`config.mk`:
```
export PLATFORM = sky130hd
export DESIGN_NAME = lupp_divider
export DESIGN_NICKNAME = d
export VERILOG_FILES = /design/src/hw/rtl/lupp_divider.sv
export SDC_FILE = /design/constraint.sdc
export NUM_CORES = 1
export LEC_CHECK = 0
export BUFFER_PORTS_ARGS = -buffer_cell sky130_fd_sc_hd__buf_2
export CORE_MARGIN = 2
export CORE_UTILIZATION = 55
export DETAILED_ROUTE_END_ITERATION = 10
export PLACE_DENSITY_LB_ADDON = 0.2
export REMOVE_ABC_BUFFERS = 1
export SETUP_SLACK_MARGIN = 0.5
export SLEW_MARGIN = 20
export SYNTH_ARGS = -nofsm -noshare
export SYNTH_HDL_FRONTEND = slang
export SYNTH_SLANG_ARGS = --single-unit
```
`constraint.sdc`:
```
create_clock -name clk_i -period 3.3 [get_ports clk_i]
set_clock_uncertainty 0.2 [all_clocks]
set_input_delay 0.33 -clock clk_i [delete_from_list [all_inputs] [get_ports clk_i]]
set_output_delay 0.33 -clock clk_i [all_outputs]
set_load 0.01 [all_outputs]
```
`src/hw/rtl/lupp_divider.sv`:
```
// ----------------------------------------------------------------------------
// lupp_divider: unsigned restoring divider
// Produces one quotient bit per cycle; done_o pulses when the quotient is ready.
// ----------------------------------------------------------------------------
module lupp_divider #(
  parameter int unsigned FRAC_BITS = 16
) (
  input  logic                    clk_i,
  input  logic                    rst_ni,
  input  logic                    start_i,
  input  logic [32+FRAC_BITS-1:0] dividend_i,
  input  logic [31:0]             divisor_i,
  output logic                    done_o,
  output logic [32+FRAC_BITS-1:0] quotient_o
);

  localparam int unsigned NW = 32 + FRAC_BITS;
  localparam int unsigned CW = $clog2(NW + 1);

  logic [32:0]   rem_q;
  logic [NW-1:0] quo_q;
  logic [31:0]   dvs_q;
  logic [CW-1:0] cnt_q;
  logic          run_q;
  logic          done_q;
  logic [32:0]   rem_sh;
  logic [33:0]   diff;

  // Trial subtract of the shifted remainder
  always_comb begin
    rem_sh = {rem_q[31:0], quo_q[NW-1]};
    diff   = {1'b0, rem_sh} - {2'b00, dvs_q};
  end

  // Control: run counter and done pulse
  always_ff @(posedge clk_i or negedge rst_ni) begin
    if (!rst_ni) begin
      run_q  <= 1'b0;
      done_q <= 1'b0;
      cnt_q  <= '0;
    end else if (start_i) begin
      run_q  <= 1'b1;
      done_q <= 1'b0;
      cnt_q  <= CW'(NW);
    end else if (run_q) begin
      cnt_q <= cnt_q - 1'b1;
      if (cnt_q == CW'(1)) begin
        run_q  <= 1'b0;
        done_q <= 1'b1;
      end
    end else begin
      done_q <= 1'b0;
    end
  end

  // Datapath: shift in one quotient bit per cycle
  always_ff @(posedge clk_i) begin
    if (start_i) begin
      rem_q <= '0;
      quo_q <= dividend_i;
      dvs_q <= divisor_i;
    end else if (run_q) begin
      if (!diff[33]) begin
        rem_q <= diff[32:0];
        quo_q <= {quo_q[NW-2:0], 1'b1};
      end else begin
        rem_q <= rem_sh;
        quo_q <= {quo_q[NW-2:0], 1'b0};
      end
    end
  end

  assign done_o     = done_q;
  assign quotient_o = quo_q;

  a_done_after_run: assert property (@(posedge clk_i) disable iff (!rst_ni)
    done_q |-> $past(run_q)) else $error("divider done without a run");
  a_no_overlap: assert property (@(posedge clk_i) disable iff (!rst_ni)
    done_q |-> !run_q) else $error("divider done while running");
  a_count_live: assert property (@(posedge clk_i) disable iff (!rst_ni)
    run_q |-> cnt_q != '0) else $error("divider running with empty count");

endmodule

```
[After elaboration in Yosys (flattened, before gate mapping)]
Index checks and enable logic that the tools add are counted.
Cells by class
  add/subtract/negate cells: 2
  eq/ne operators: 2
  multiplexer cells: 12
  reduce and logical (&&, ||, !) cells: 1
Operators by type and width (number)
  48-bit 2-to-1 mux: 2
  33-bit by 32-bit subtractor with 34-bit output: 1
  32-bit 2-to-1 mux: 1
  6-bit 2-to-1 mux: 2
  1-bit 2-to-1 mux: 7
  6-bit by 1-bit == test with 1-bit output, second input constant: 1
  6-bit by 1-bit subtractor with 6-bit output, second input constant: 1
  3-bit by 2-bit inequality test with 1-bit output, second input constant: 1
  2-bit nonzero test: 1
Storage, ports and cells
  register bits: 120
  input port bits: 83
  output and inout port bits: 49

[Logic depth before layout (Yosys ltp)]
Gate-level depths: netlist (run 1).
  depth in word-level cells: 4
  depth in mapped cells: 13
  gate-level depth less buffers: 11

[Worst setup path after synthesis (run 1)]
No wires, ideal clock.
  kind: register -> register
  from: register quo_q[47], in the netlist quotient_o[47]
  to: register rem_q[26]
  data arrival time: 2540 ps
  path slack: 469 ps
  stages on the path, launching flop included: 12
  path buffers: 0
  clock period less this slack: 2831 ps
  path through: edfxtp_1 -> inv_1 -> ha_1 -> fa_1 -> nor2b_1 -> o2111ai_1 -> a21boi_1 -> o21ai_1 -> a31oi_1 -> mux2i_1 -> o21ai_0 -> a311oi_1
On the way
  longest elaborated chain between the ends: 2
RTL lines
  start, declared: RTL line 21  | logic [NW-1:0] quo_q;
  start signal, assigned: RTL line 60  | quo_q <= dividend_i;
  start signal, assigned: RTL line 65  | quo_q <= {quo_q[NW-2:0], 1'b1};
  start signal, assigned: RTL line 68  | quo_q <= {quo_q[NW-2:0], 1'b0};
  33-bit by 32-bit subtractor with 34-bit output: RTL line 32  | diff = {1'b0, rem_sh} - {2'b00, dvs_q};
  32-bit 2-to-1 mux: RTL line 63  | if (!diff[33]) begin
  end signal, assigned: RTL line 64  | rem_q <= diff[32:0];
  end signal, assigned: RTL line 67  | rem_q <= rem_sh;
  end, declared: RTL line 20  | logic [32:0] rem_q;
No other way between the ends.
A chain may end at the register's enable or synchronous reset.

[Worst setup path in the final report (run 1)]
  from: register dvs_q[4]
  to: register rem_q[27]
On the way
  longest elaborated chain between the ends: 2
RTL lines
  start, declared: RTL line 22  | logic [31:0] dvs_q;
  start signal, assigned: RTL line 61  | dvs_q <= divisor_i;
  33-bit by 32-bit subtractor with 34-bit output: RTL line 32
  32-bit 2-to-1 mux: RTL line 63
No other way between the ends.

==> results of run 1 <==
cell usage after synthesis (all sizes together) (6+ instances only):
library cell and instances:
and3 6, clkbuf 18, a311oi 18, xnor2 15, buf 10, inv 41
dfxtp 32, nor3 6, a31oi 8, or3 9, ha 34, o21a 10
nor2 46, edfxtp 80, xor2 12, a211oi 6, nand2 58, a21o 11
dfrtp 8, nand3 7, mux2i 8, a21oi 31, a32oi 6, mux2 48
o21ai 32
per-layer routing:
metal | global-route usage (%) | vias up
li1 | - | 2701
met1 | 33.9 | 2776
met2 | 45.4 | 262
met3 | 8.89 | 46
met4 | 12.0 | 0
met5 | 0 | -
flip-flops by register name, indices dropped and copies added, names as in the netlist:
| signal | flops |
|---|---|
| quotient_o | 48 |
| cnt_q | 6 |
| dvs_q | 32 |
| rem_q | 32 |
| done_o | 1 |
| run_q | 1 |
cells in the final DEF (no fill, tap or decap), types with 4 or more instances in the layout:
cell and count:
nand2_1 55, edfxtp_1 80, buf_2 130, o21ai_1 6, ha_4 9, nor2_1 45, inv_1 37, buf_4 21
dlygate4sd3_1 57, xnor2_1 15, a21oi_1 25, or3_1 7, a21o_1 10, a32oi_1 6, mux2_2 48, ha_1 20
bufinv_16 4, dfxtp_1 32, a311oi_2 8, a31oi_1 5, nor3_1 5, o21a_1 10, nand3_1 7, xor2_1 12
dfrtp_1 8, a311oi_1 10, o31ai_1 4, mux2i_1 8, inv_2 4, a21oi_2 6, clkbuf_16 17, and2_4 4
o21ai_0 23, clkbuf_1 5, ha_2 5
cell families after synthesis:
family / after synthesis
flops: 120
simple gates: 162
compound gates: 148
fa+ha+maj: 35
xor+xnor: 27
buf+inv: 69
mux: 56
metrics by stage:
| stage | cells | hold slack, ns | util (%) | power (mW) | area [um^2] |
|---|---|---|---|---|---|
| after global placement | 878 | -0.0228 | 62.3 | 2.88 | 7420 |
| after floorplan | 589 | -0.166 | - | 2.58 | 6490 |
| final | 982 | 0.00277 | 76.6 | 5.11 | 9120 |
| after global routing | 982 | 0.000303 | 76.6 | 5.31 | 9120 |
| after detailed placement | 878 | -0.0151 | 62.3 | 2.91 | 7420 |
| after CTS | 974 | 0.000567 | 73.3 | 4.94 | 8730 |
worst paths after layout:
path	from	to	slack [ns]
setup / recovery	dvs_q[4]	rem_q[27]	0.44
hold / removal	dividend_i[5]	quotient_o[5]	0.003
setup reg to reg	dvs_q[4]	rem_q[27]	0.44
hold reg to reg	rem_q[23]	rem_q[23]	0.28
max in group asynchronous	rst_ni	cnt_q[5]	2.66
min in group asynchronous	rst_ni	run_q	0.07
report_power, final:
part	internal, mW	switching, mW
sequential	1.79	0.121
combinational	0.603	0.671
clock	1.25	0.675
worst max-delay path, cell delays in order (launching register included):
cell and delay, ns:
edfxtp_1 0.37, inv_2 0.07, ha_4 0.22, a21o_1 0.19, a31o_4 0.23, o21a_1 0.22
a2111o_1 0.50, a21o_1 0.23, a221oi_2 0.27, xor2_1 0.18, o21ai_1 0.07
cell type report:
type | instances | share of cell area (%)
clock buffer | 22 | 4.87
clock inverter | 10 | 1.69
inverter | 41 | 1.69
multi-input combinational | 431 | 38.6
sequential | 120 | 35.6
tap | 147 | 2.02
timing repair buffer | 211 | 15.6
what timing repair did:
action / CTS / global route
cloned: 2 / 1
endpoints found under the setup margin: 23 / 33
pin swaps: 17 / 31
hold endpoints to repair: 64 / 0
hold buffers: 57 / 0
gates resized for setup: 25 / 65
buffers inserted: 5 / 7
==> results.sh, run 1 <==
export IMPL_status="completed"
export IMPL_synth_seq_cells=120
export IMPL_top_layer="met4"
export IMPL_clkSlewWorstSetupHoldPaths_ns=0.06
export IMPL_antenna_cells=0
export IMPL_grt_max_degree=57
export IMPL_synthSimpleGateAreaFrac_pct=11.5
export IMPL_finalSetupViolations=0
export IMPL_ant_nets=0
export IMPL_track_usage_pct=27.8
export IMPL_synth_adder_area_share_pct=6.68
export IMPL_yosys_warnings=0
export IMPL_critical_path_class="reg2reg"
export IMPL_max_freq_mhz=350
export IMPL_synth_top_family_by_area="compound AO/OA/AOI/OAI gates"
export IMPL_die_h_um=114
export IMPL_clock_latency_ns=0.43
export IMPL_dr_total_vias=5785
export IMPL_async_reset_ff_share_pct=6.67
export IMPL_place_gp_congestion=0.890
export IMPL_hpwl_um=10600
export IMPL_drc=0
export IMPL_start_kind="flop"
export IMPL_antenna_found_initial=0
export IMPL_synth_area_mm2=0.00666
export IMPL_worst_path_max_fanout=5
export IMPL_fillerInstances=762
export IMPL_drive_gt1_share_pct=36.3
export IMPL_io_pins=132
export IMPL_p_leak_nw=3.84
export IMPL_wl_per_cell_um=18.6
export IMPL_min_period_over_period_pct=86.6
export IMPL_cts_made_buffers=17
export IMPL_preCtsSetupSlack_ns=0.303
export IMPL_worstRegToRegCells=10
export IMPL_grt_pass1_vias=5721
export IMPL_multiInputGateArea_mm2=0.00352
export IMPL_cts_buffer_depth=2
export IMPL_cts_tree="done"
export IMPL_netlist_instances=617
export IMPL_wl_met2_um=8900
export IMPL_io_buffers=131
export IMPL_core_rowCount=40
export IMPL_tightest_slew_ns=0.613
export IMPL_syn_avg_cell_area_um2=10.8
export IMPL_synth_area_leader_cell="edfxtp_1"
export IMPL_grt_overflow_total=0
export IMPL_slew_headroom_pct=59.2
export IMPL_synth_top_area_share_pct=36.0
export IMPL_dr_pass1_iters=6
export IMPL_drtIter0Drc=394
export IMPL_crit_required_ns=3.41
export IMPL_area_delta_synth_final_pct=36.9
export IMPL_vias_per_cell=5.89
export IMPL_yosys_top_cells_area="edfxtp_1 (36%), dfxtp_1 (9.6%), mux2_2 (8.1%)"
export IMPL_seqCellArea_mm2=0.00324
export IMPL_die_area_mm2=0.0130
export IMPL_start_util_pct=55.9
export IMPL_dr_wl_met3_um=1360
export IMPL_slew_violations=0
export IMPL_die_w_um=114
export IMPL_worst_slack_ns=0.444
export IMPL_fin_crit_ns=2.86
export IMPL_finalNetCount=940
export IMPL_rsz0062_at_grt="yes"
export IMPL_synth_xor_area_share_pct=3.55
export IMPL_synth_edf_count=80
export IMPL_final_setup_tns_ns=0
export IMPL_coreArea_mm2=0.0119
export IMPL_hp_class="in2reg"
export IMPL_wl_um=18200
export IMPL_crit_arrival_ns=2.97
export IMPL_cts_sinks=120
export IMPL_synth_compound_area_share_pct=15.3
export IMPL_grt_pass1_wl_um=27800
export IMPL_seq_area_frac_synth_pct=48.7
export IMPL_muxShareOfSynthArea_pct=9.31
export IMPL_hold_viol_final=0
export IMPL_cap_violations=0
export IMPL_synthFlopType="edfxtp_1"
export IMPL_vdd_drop_max_v=0.000414
export IMPL_power_density_mw_per_mm2=560
export IMPL_htreeDepth=4
export IMPL_end_kind="flop"
export IMPL_synth_distinct_cells=66
export IMPL_met1_length_um=7450
export IMPL_min_path_cells=2
export IMPL_clockRootBuffer="clkbuf_16"
No activity file was read; power rests on OpenSTA's default activity.
==> run 2: changes to the inputs <==
--- a/config.mk
+++ b/config.mk
@@ -9,6 +9,7 @@
 export CORE_MARGIN = 2
 export CORE_UTILIZATION = 55
 export DETAILED_ROUTE_END_ITERATION = 10
+export MAX_ROUTING_LAYER = met4
 export PLACE_DENSITY_LB_ADDON = 0.2
 export REMOVE_ABC_BUFFERS = 1
 export SETUP_SLACK_MARGIN = 0.5
==> results.sh, run 2 (synthesis gave the netlist of run 1 again) <==
export IMPL_worstRegToRegCells=10
export IMPL_top_usage_layer="met2"
export IMPL_grt_overflow_total=0
export IMPL_grt_pass1_vias=5527
export IMPL_finalSetupViolations=0
export IMPL_tightest_slew_ns=0.595
export IMPL_slowest_stage="or4_1"
export IMPL_finalNonFillerCells=971
export IMPL_die_h_um=114
export IMPL_drive_gt1_share_pct=37.6
export IMPL_cap_violations=0
export IMPL_rsz0062_at_grt="yes"
export IMPL_min_period_over_period_pct=86.4
export IMPL_clockRootBuffer="clkbuf_16"
export IMPL_p_total_mw=5.05
export IMPL_use_met2_pct=42.9
export IMPL_status="completed"
export IMPL_vias_per_cell=5.77
export IMPL_slew_violations=0
export IMPL_slew_headroom_pct=60.3
export IMPL_path_cells="inv_1 > ha_1 > a211oi_2 > nor2_1 > or3_1 > o21ai_2 > o21ai_1 > or4_1 > nand3_1 > a311oi_2"
export IMPL_max_freq_mhz=351
export IMPL_p_leak_nw=3.82
export IMPL_dr_pass1_iters=5
export IMPL_wl_um=17100
export IMPL_worst_path_max_fanout=7
export IMPL_cts_buffer_depth=2
export IMPL_dr_total_vias=5602
export IMPL_hold_viol_final=0
export IMPL_final_setup_tns_ns=0
export IMPL_place_inst=878
export IMPL_vdd_drop_max_v=0.000489
export IMPL_track_usage_pct=27.2
export IMPL_cts_sinks=120
export IMPL_io_buffers=131
export IMPL_die_area_mm2=0.0130
export IMPL_hp_class="in2reg"
export IMPL_layout_commonest_cell="buf_2"
export IMPL_grt_max_degree=57
export IMPL_final_cell_mix="buf_2 (130), edfxtp_1 (80), nand2_1 (53), mux2_2 (48), nor2_1 (44)"
export IMPL_crit_required_ns=3.39
export IMPL_largest_reg_flops=48
export IMPL_grt_pass1_wl_um=26800
export IMPL_clkSlewWorstSetupHoldPaths_ns=0.06
export IMPL_fillerInstances=821
export IMPL_met1_usage_pct=33.6
export IMPL_finalNetCount=929
export IMPL_end_kind="flop"
export IMPL_cts_tree="done"
export IMPL_cts_made_buffers=17
export IMPL_coreArea_mm2=0.0119
export IMPL_area_delta_synth_final_pct=34.8
export IMPL_grtUsageMet3_pct=7.68
export IMPL_die_w_um=114
export IMPL_ant_nets=0
export IMPL_min_path_cells=2
export IMPL_start_kind="flop"
export IMPL_antenna_cells=0
export IMPL_io_pins=132
export IMPL_hpwl_um=10500
export IMPL_htreeDepth=4
export IMPL_drtIter0Drc=439
export IMPL_critical_path_class="reg2reg"
export IMPL_hold_slack_ns=0.00907
export IMPL_wl_per_cell_um=17.6
export IMPL_core_rowCount=40
export IMPL_power_density_mw_per_mm2=562
export IMPL_antenna_found_initial=0
export IMPL_start_util_pct=55.9
export IMPL_clock_latency_ns=0.43
export IMPL_drc=0
export IMPL_crit_arrival_ns=2.94
export IMPL_critPathMaxStageDelay_ns=0.45
export IMPL_place_gp_congestion=0.882
export IMPL_fin_crit_ns=2.85
[run 2: cell type report]
| cell class | count | area (um^2) | share of cell area [%] |
|---|---|---|---|
| inverters | 41 | 154 | 1.71 |
| well taps | 147 | 184 | 2.05 |
| clock buffers | 21 | 460 | 5.12 |
| multi-input cells | 430 | 3470 | 38.7 |
| clock inverters | 11 | 148 | 1.64 |
| flip-flops and latches | 120 | 3240 | 36.1 |
| repair buffers | 201 | 1320 | 14.7 |
[run 2: path summary, 6_finish.rpt]
path                                  end      startpoint  slack (ns)
max                             rem_q[28]       dvs_q[13]        0.45
min                        quotient_o[32]  dividend_i[32]       0.009
max reg2reg                     rem_q[28]       dvs_q[13]        0.45
min reg2reg                     rem_q[16]       rem_q[16]        0.29
max in group asynchronous        cnt_q[1]          rst_ni        2.65
min in group asynchronous        cnt_q[0]          rst_ni        0.08
[run 2: per-stage QoR]
step | setup slack [ns] | instance area [um^2] | util, %
finish | 0.449 | 8990 | 75.4
global route | 0.341 | 8990 | 75.4
CTS | 0.442 | 8600 | 72.2
detailed placement | 0.347 | 7420 | 62.3
global placement | 0.335 | 7420 | 62.3
floorplan | 0.279 | 6490 | -
[run 2: worst max-delay path: cells and delay by family (launching register included)]
| family | cells | cell delay, ns |
|---|---|---|
| simple gates | 4 | 1.08 |
| compound gates | 4 | 0.69 |
| fa+ha+maj | 1 | 0.38 |
| flops | 1 | 0.32 |
| buf+inv | 1 | 0.04 |
[run 2: routing by layer]
metal / up-vias / wire length (um)
li1: 2674 / -
met1: 2686 / 7400
met2: 211 / 8320
met3: 31 / 1080
met4: 0 / 319
met5: - / 0
[run 2: repair_timing]
action	4_1_cts	5_1_grt
buffers inserted	7	9
endpoints found under the hold margin	49	1
gates cloned	2	0
setup endpoints to repair	29	33
hold buffers	42	1
pin swaps	11	32
gates resized for setup	25	64
[run 2: report_power, final]
group	internal, mW	leakage (nW)	switching, mW
combinational	0.581	2.36	0.659
sequential	1.79	1.18	0.113
clock	1.23	0.286	0.686
